<file path="src/rtl/iosh_pkg.sv">
// Package for the inside-out shuffle engine: sizes, result codes and the
// store write request type. Used by every file of the block.
`default_nettype none

package iosh_pkg;

	// Largest permutation the store can hold, and the widths that follow.
	localparam int MAX_LENGTH = 256;
	localparam int ADDR_W     = $clog2(MAX_LENGTH);
	localparam int VAL_W      = 9;
	localparam int LEN_W      = 9;
	localparam int KIND_W     = 2;
	localparam int PICK_W     = 8;
	localparam int STATUS_W   = 3;

	// Item kinds on the request channel.
	typedef enum logic [KIND_W-1:0] {
		KIND_STEP    = 2'd0,
		KIND_READ    = 2'd1,
		KIND_RESTART = 2'd2
	} kind_t;

	// Result codes on the response channel.
	typedef enum logic [STATUS_W-1:0] {
		ST_STEP     = 3'd0,
		ST_FINAL    = 3'd1,
		ST_RANGE    = 3'd2,
		ST_DONE     = 3'd3,
		ST_READ_OK  = 3'd4,
		ST_READ_BAD = 3'd5
	} status_t;

	// Write request into the permutation store.
	typedef struct packed {
		logic              we;
		logic [ADDR_W-1:0] addr;
		logic [VAL_W-1:0]  data;
	} mem_wr_t;

endpackage

`default_nettype wire

</file>
<file path="src/rtl/iosh_req_if.sv">
// Request channel of the shuffle engine: valid/ready with kind and pick.
// Depends on iosh_pkg for the field widths.
`default_nettype none

interface iosh_req_if;
	import iosh_pkg::*;

	logic              valid;
	logic              ready;
	logic [KIND_W-1:0] kind;
	logic [PICK_W-1:0] pick;

	modport source (output valid, output kind, output pick, input ready);
	modport sink   (input valid, input kind, input pick, output ready);
endinterface

`default_nettype wire

</file>
<file path="src/rtl/iosh_rsp_if.sv">
// Response channel of the shuffle engine: valid/ready with status and value.
// Depends on iosh_pkg for the field widths.
`default_nettype none

interface iosh_rsp_if;
	import iosh_pkg::*;

	logic                valid;
	logic                ready;
	logic [STATUS_W-1:0] status;
	logic [VAL_W-1:0]    value;

	modport source (output valid, output status, output value, input ready);
	modport sink   (input valid, input status, input value, output ready);
endinterface

`default_nettype wire

</file>
<file path="src/rtl/iosh_perm_mem.sv">
// Permutation store: one write port and one read port, read data registered.
// Depends on iosh_pkg for sizes and the write request type.
`default_nettype none

module iosh_perm_mem
	import iosh_pkg::*;
(
	input  wire logic              clk,
	input  wire mem_wr_t           wr,
	input  wire logic              re,
	input  wire logic [ADDR_W-1:0] raddr,
	output logic [VAL_W-1:0]       rdata
);

	logic [VAL_W-1:0] mem_q [MAX_LENGTH];

	// Write port.
	always_ff @(posedge clk) begin
		if (wr.we) begin
			mem_q[wr.addr] <= wr.data;
		end
	end

	// Registered read port; data holds until the next read.
	always_ff @(posedge clk) begin
		if (re) begin
			rdata <= mem_q[raddr];
		end
	end

endmodule

`default_nettype wire

</file>
<file path="src/rtl/inside_out_shuffle_engine.sv">
// Inside-out shuffle engine: builds a permutation of 1..length one step
// at a time, with the random index supplied from outside.
//
// Channels: req carries kind and pick, rsp carries status and value; both
// transfer when valid and ready are high at a rising edge. Every request
// gives exactly one response. The user must write the length register
// via length_we / length_wdata only while the block is idle (unchecked).
//
// Sequence: a shuffle step goes from its transfer (store read) through
// S_WR_I and S_WR_P (the two store writes) to S_PUT (response load).
// The single write port of the store takes the two writes one after
// another. A read goes from the store read to the response load; restart
// and rejected items go the same way, from their transfer to S_PUT.
// One item is in work at a time; req is ready again as soon as its
// response is loaded, even when that response is still waiting.
//
// Reset clears the step counter and sets length to 256; the store keeps
// its contents, and unwritten entries are never reachable. When the
// receiver stalls, the response is held and the next finished response
// waits in the engine, with req not ready.
`default_nettype none

module inside_out_shuffle_engine
	import iosh_pkg::*;
(
	input  wire logic             clk,
	input  wire logic             arst_n,
	iosh_req_if.sink              req,
	iosh_rsp_if.source            rsp,
	input  wire logic             length_we,
	input  wire logic [LEN_W-1:0] length_wdata
);

	typedef enum logic [1:0] {
		S_IDLE,
		S_WR_I,
		S_WR_P,
		S_PUT
	} state_t;

	state_t              state_q;
	logic [LEN_W-1:0]    length_q;
	logic [LEN_W-1:0]    step_count_q;
	logic [ADDR_W-1:0]   idx_q;
	logic [ADDR_W-1:0]   pick_q;
	status_t             status_q;
	logic                rd_ok_q;
	logic                rsp_valid_q;
	status_t             rsp_status_q;
	logic [VAL_W-1:0]    rsp_value_q;

	logic                accept;
	logic [LEN_W-1:0]    eff_len;
	logic [LEN_W-1:0]    pick_ext;
	logic [LEN_W-1:0]    count_next;
	logic                out_free;
	logic [VAL_W-1:0]    rdata;
	mem_wr_t             mem_wr;

	// Length clamped into the supported range.
	always_comb begin
		priority if (length_q == '0) begin
			eff_len = LEN_W'(1);
		end else if (length_q > LEN_W'(MAX_LENGTH)) begin
			eff_len = LEN_W'(MAX_LENGTH);
		end else begin
			eff_len = length_q;
		end
	end

	assign accept     = req.valid && req.ready;
	assign req.ready  = (state_q == S_IDLE);
	assign pick_ext   = LEN_W'(req.pick);
	assign count_next = step_count_q + LEN_W'(1);
	assign out_free   = !rsp_valid_q || rsp.ready;

	// Length register.
	always_ff @(posedge clk or negedge arst_n) begin
		if (!arst_n) begin
			length_q <= LEN_W'(256);
		end else if (length_we) begin
			length_q <= length_wdata;
		end
	end

	// Store writes: the old entry at pick moves to the new position, then
	// pick receives the new value. When pick equals the new position the
	// second write wins, as it should.
	always_comb begin
		mem_wr = '0;
		unique case (state_q)
			S_WR_I: begin
				mem_wr.we   = 1'b1;
				mem_wr.addr = idx_q;
				mem_wr.data = rdata;
			end
			S_WR_P: begin
				mem_wr.we   = 1'b1;
				mem_wr.addr = pick_q;
				mem_wr.data = VAL_W'(idx_q) + VAL_W'(1);
			end
			default: begin
				mem_wr = '0;
			end
		endcase
	end

	iosh_perm_mem u_mem (
		.clk   (clk),
		.wr    (mem_wr),
		.re    (accept),
		.raddr (req.pick),
		.rdata (rdata)
	);

	// Sequencer, step counter and response register.
	always_ff @(posedge clk or negedge arst_n) begin
		if (!arst_n) begin
			state_q      <= S_IDLE;
			step_count_q <= '0;
			idx_q        <= '0;
			pick_q       <= '0;
			status_q     <= ST_STEP;
			rd_ok_q      <= 1'b0;
			rsp_valid_q  <= 1'b0;
			rsp_status_q <= ST_STEP;
			rsp_value_q  <= '0;
		end else begin
			// A taken response empties the register unless a new one is loaded now.
			if (rsp_valid_q && rsp.ready && (state_q != S_PUT)) begin
				rsp_valid_q <= 1'b0;
			end
			unique case (state_q)
				S_IDLE: begin
					if (accept) begin
						idx_q   <= step_count_q[ADDR_W-1:0];
						pick_q  <= req.pick;
						rd_ok_q <= 1'b0;
						state_q <= S_PUT;
						unique case (req.kind)
							KIND_STEP: begin
								priority if (step_count_q >= eff_len) begin
									status_q <= ST_DONE;
								end else if (pick_ext > step_count_q) begin
									status_q <= ST_RANGE;
								end else begin
									step_count_q <= count_next;
									status_q     <= (count_next == eff_len) ?
										ST_FINAL : ST_STEP;
									state_q      <= S_WR_I;
								end
							end
							KIND_READ: begin
								if (pick_ext < step_count_q) begin
									status_q <= ST_READ_OK;
									rd_ok_q  <= 1'b1;
								end else begin
									status_q <= ST_READ_BAD;
								end
							end
							KIND_RESTART: begin
								step_count_q <= '0;
								status_q     <= ST_STEP;
							end
							default: begin
								status_q <= ST_READ_BAD;
							end
						endcase
					end
				end
				S_WR_I: begin
					state_q <= S_WR_P;
				end
				S_WR_P: begin
					state_q <= S_PUT;
				end
				S_PUT: begin
					if (out_free) begin
						rsp_valid_q  <= 1'b1;
						rsp_status_q <= status_q;
						rsp_value_q  <= rd_ok_q ? rdata : '0;
						state_q      <= S_IDLE;
					end
				end
				default: begin
					state_q <= S_IDLE;
				end
			endcase
		end
	end

	assign rsp.valid  = rsp_valid_q;
	assign rsp.status = rsp_status_q;
	assign rsp.value  = rsp_value_q;

endmodule

`default_nettype wire
</file>
<file path="src/flat_wrapper.sv">
// flat-port wrapper written by rule: the top's interface ports become plain ports
module inside_out_shuffle_engine_flat import iosh_pkg::*;
  (clk, arst_n, length_we, length_wdata, req_valid, req_kind, req_pick, req_ready, rsp_valid, rsp_status, rsp_value, rsp_ready);
  iosh_req_if req_i ();
  iosh_rsp_if rsp_i ();
  input  wire logic clk;
  input  wire logic arst_n;
  input  wire logic length_we;
  input  wire logic [LEN_W-1:0] length_wdata;
  input wire logic [$bits(req_i.valid)-1:0] req_valid;
  input wire logic [$bits(req_i.kind)-1:0] req_kind;
  input wire logic [$bits(req_i.pick)-1:0] req_pick;
  output wire logic [$bits(req_i.ready)-1:0] req_ready;
  output wire logic [$bits(rsp_i.valid)-1:0] rsp_valid;
  output wire logic [$bits(rsp_i.status)-1:0] rsp_status;
  output wire logic [$bits(rsp_i.value)-1:0] rsp_value;
  input wire logic [$bits(rsp_i.ready)-1:0] rsp_ready;
  assign req_i.valid = req_valid;
  assign req_i.kind = req_kind;
  assign req_i.pick = req_pick;
  assign req_ready = req_i.ready;
  assign rsp_valid = rsp_i.valid;
  assign rsp_status = rsp_i.status;
  assign rsp_value = rsp_i.value;
  assign rsp_i.ready = rsp_ready;
  inside_out_shuffle_engine u_core (.clk(clk), .arst_n(arst_n), .req(req_i), .rsp(rsp_i), .length_we(length_we), .length_wdata(length_wdata));
endmodule
</file>
<file path="config.mk">
export PLATFORM = sky130hd
export DESIGN_NAME = inside_out_shuffle_engine_flat
export DESIGN_NICKNAME = d
export VERILOG_FILES = /design/src/rtl/iosh_pkg.sv /design/src/rtl/iosh_req_if.sv /design/src/rtl/iosh_rsp_if.sv /design/src/rtl/iosh_perm_mem.sv /design/src/rtl/inside_out_shuffle_engine.sv /design/src/flat_wrapper.sv
export SDC_FILE = /design/constraint.sdc
export NUM_CORES = 2
export LEC_CHECK = 0
export BUFFER_PORTS_ARGS = -buffer_cell sky130_fd_sc_hd__buf_2
export CORE_AREA = 8 8 489 491
export DETAILED_ROUTE_END_ITERATION = 16
export DIE_AREA = 0 0 497 499
export GPL_TIMING_DRIVEN = 0
export HOLD_SLACK_MARGIN = 0.12
export PLACE_DENSITY_LB_ADDON = 0.15
export SETUP_SLACK_MARGIN = 0.15
export SYNTH_ARGS = -nofsm -noshare
export SYNTH_HDL_FRONTEND = slang
export SYNTH_SLANG_ARGS = --single-unit
</file>
<file path="constraint.sdc">
create_clock -name clk -period 16.92 [get_ports clk]
set_clock_uncertainty 0.1 [all_clocks]
set_input_delay 0 -clock clk [delete_from_list [all_inputs] [get_ports clk]]
set_output_delay 0 -clock clk [all_outputs]
set_load 0.02 [all_outputs]
</file>
==> results.json <==
{
  "cts_tree": "done",
  "initial_utilization_pct": 39.8,
  "max_slew_margin_pct": 1.22,
  "p_clk_share_pct": 33.9,
  "via_count": 48300,
  "cts_resized": 0,
  "viasPerCell": 6.06,
  "holdWs_ps": 228,
  "clkTransAtPathRegs_ps": 60,
  "routed_wl_mm": 306,
  "final_cells": 7971,
  "min_period_ps": 5250,
  "cts_sinks": 2366,
  "path_common_cell": "clkbuf_1",
  "drt_drc_violations_left": 0,
  "die_w_um": 497,
  "placed_cells": 7482,
  "synth_area_leaders": "edfxtp_1, mux4_2, dfrtp_1, nor2_1, a22oi_1",
  "synth_ff_type": "edfxtp_1",
  "fmax_mhz": 191,
  "crit_slowest_cell": "clkbuf_1",
  "htreeDepth": 4,
  "detail_route.wl_per_cell_um": 38.3,
  "synth_enable_flop_cells": 2313,
  "grt-ovfl-total": 0,
  "track_usage_pct": 24.1,
  "p_sw_w": 0.00427,
  "grt_max_degree": 81,
  "min_path_type": "input port to flop",
  "power_frac_seq_pct": 49.0,
  "crit_chain": "inv_1 -> ha_1 -> clkbuf_1 -> clkbuf_1 -> o21ai_0 -> nand2_1 -> clkbuf_1 -> nor2_1",
  "hold_buffers": 50,
  "synth_nets": 4391,
  "critPathKind": "flop to flop",
  "die_y_um": 499,
  "worstPathRequired_ps": 17280,
  "p_int_w": 0.0108,
  "hpwlAfterDp_mm": 210,
  "p_sw_share_pct": 28.3,
  "clk_latency_ps": 890,
  "async_flop_share_pct": 2.24,
  "fin_crit_sh_pct": 31.0,
  "status": "completed",
  "p_leak_nw": 33.3,
  "gp_congestion": 0.894,
  "syn_to_final_growth_pct": 14.4,
  "yosys_warnings": 0,
  "final_util_pct": 45.5,
  "comb_power_share_pct": 17.1,
  "grt_pass1_vias": 47700,
  "numPortBuffers": 34,
  "max_stage_delay_ps": 1120,
  "vdd_drop_max_v": 0.000148,
  "setup_viol": 0,
  "drt-initial-drc-count": 6922,
  "ys_seq_area_share_pct": 76.9,
  "synthesis.area_um2": 92000,
  "rows": 177,
  "tightest_slew_ps": 1480,
  "clockBufferDepth": 3,
  "rsz0062_at_grt": "no",
  "dieArea_um2": 248000,
  "startpoint_type": "flop",
  "fill_cells": 19500,
  "maxCapViolCount": 0,
  "coreArea_um2": 231000,
  "synth_area_leader_cell": "edfxtp_1",
  "syn_inst": 4344,
  "pre_cts_ws_ps": 11780,
  "drv_slew": 0,
  "synth.most_common_cell": "edfxtp_1",
  "final-hold-violation-count": 0,
  "dr.pass1.iters": 6,
  "ioPinCount": 38,
  "synth-seq-cells": 2366,
  "synthDistinctLibCells": 66,
  "drive_above_1_share_pct": 24.1,
  "arrival_ps": 5610,
  "ys_top_cells_by_count": "edfxtp_1, mux4_2, nor2_1",
  "synth_area_per_cell_um2": 21.2,
  "numCtsBuffers": 237,
  "clockRootBuffer": "clkbuf_16",
  "cp-end-kind": "flop",
  "nets": 4775,
  "antenna_left": 0,
  "grt_pass1_wl_mm": 412,
  "p_per_area_nw_per_um2": 143,
  "antenna_found_initial": 20,
  "setup_ws_ps": 11670,
  "synth_top_area_share_pct": 75.5,
  "worst-path-max-fanout": 10,
  "postCtsSetupBuffers": 0
}
[power groups by stage]
| stage | clock (W) | sequential [W] | combinational [W] |
|---|---|---|---|
| finish | 0.00511 | 0.00739 | 0.00258 |
| global route | 0.00537 | 0.00740 | 0.00267 |
| CTS | 0.00517 | 0.00739 | 0.00254 |
| detailed placement | 0 | 0.00751 | 0.00252 |
| global placement | 0 | 0.00814 | 0.00211 |
| floorplan | 0 | 0.00777 | 0.00105 |
[state kept, by name (all words and copies together) (netlist names)]
name,count
u_core.idx_q,8
u_core.length_q,9
u_core.pick_q,8
u_core.rd_ok_q,1
u_core.rsp.status,3
u_core.rsp.valid,1
u_core.rsp.value,9
u_core.state_q,2
u_core.status_q,3
u_core.step_count_q,9
u_core.u_mem.mem_q,2304
u_core.u_mem.rdata,9
[layout by cell type (no fill, tap or decap), drive strengths merged, types with 37 or more instances in the layout]
cell / netlist / final
a22oi: 112 / 112
o22ai: 58 / 58
dfrtp: 52 / 52
edfxtp: 2313 / 2313
clkinv: 0 / 117
buf: 138 / 234
clkbuf: 119 / 402
mux2i: 63 / 63
a22o: 57 / 57
dlygate4sd3: 0 / 49
nand2: 155 / 155
a221oi: 41 / 41
mux4: 566 / 566
nor2: 296 / 296
o21ai: 37 / 37
[metrics by stage]
step                      total power [W]  instance area [um^2]   TNS, ps
after floorplan                   0.00883                 92000         0
after global placement             0.0102                 96000  -3501450
after detailed placement           0.0100                 97400         0
after CTS                          0.0151                105000         0
after global routing               0.0154                105000         0
final                              0.0151                105000         0
[critical path: cells and delay by family (launching register included)]
kind	cells	cell delay, ps
compound gates	1	360
simple gates	2	1580
flops	1	390
fa+ha+maj	1	360
buf+inv	4	2020
[area by class of cell]
cell class	instances	area, um^2	share of cell area (%)
clock inverter	151	1200	1.14
sequential	2366	70800	67.2
timing repair buffer	145	1970	1.87
antenna	5	12.5	0.0119
multi-input combinational	1701	19800	18.8
inverter	20	75.1	0.0713
tap	3043	3810	3.62
buffer	257	1410	1.34
clock buffer	283	6190	5.88
[path summary, 6_finish.rpt]
kind | startpoint | endpoint | slack (ps) | cells past startpoint
max | u_core.state_q[0]$_DFFE_PN0P_ | u_core.u_mem.mem_q[172][8]$_DFFE_PP_ | 11670 | 8
min | req_kind[1] | u_core.step_count_q[5]$_DFFE_PN0P_ | 230 | 4
max reg2reg | u_core.state_q[0]$_DFFE_PN0P_ | u_core.u_mem.mem_q[172][8]$_DFFE_PP_ | 11670 | 8
min reg2reg | u_core.rsp.value[2]$_DFFE_PN0P_ | u_core.rsp.value[2]$_DFFE_PN0P_ | 380 | 2
max in group asynchronous | arst_n | u_core.length_q[1]$_DFFE_PN0P_ | 15770 | 5
min in group asynchronous | arst_n | u_core.length_q[8]$_DFFE_PN1P_ | 640 | 4
[logic make-up (layout without fill, tap and decap cells)]
family	count (synthesis)	count (layout)	share of synthesized area, %
other	0	5	0
and+or+nand+nor	586	586	2.74
buffers and inverters	277	856	1.59
DFF	2366	2366	76.9
muxes	651	651	14.8
AOI/OAI and AO/OA	425	425	3.42
adders and majority gates	23	23	0.313
xor gates and xnor gates	16	16	0.197
[metal layers]
metal	vias to the layer above	global-route usage (%)	part of all wire (%)
li1	19000	-	-
met1	26300	33.4	41
met2	2612	37.5	46
met3	443	6.19	9.7
met4	2	7.73	3.4
met5	-	0	0.0043
No activity file was read; power rests on OpenSTA's default activity.
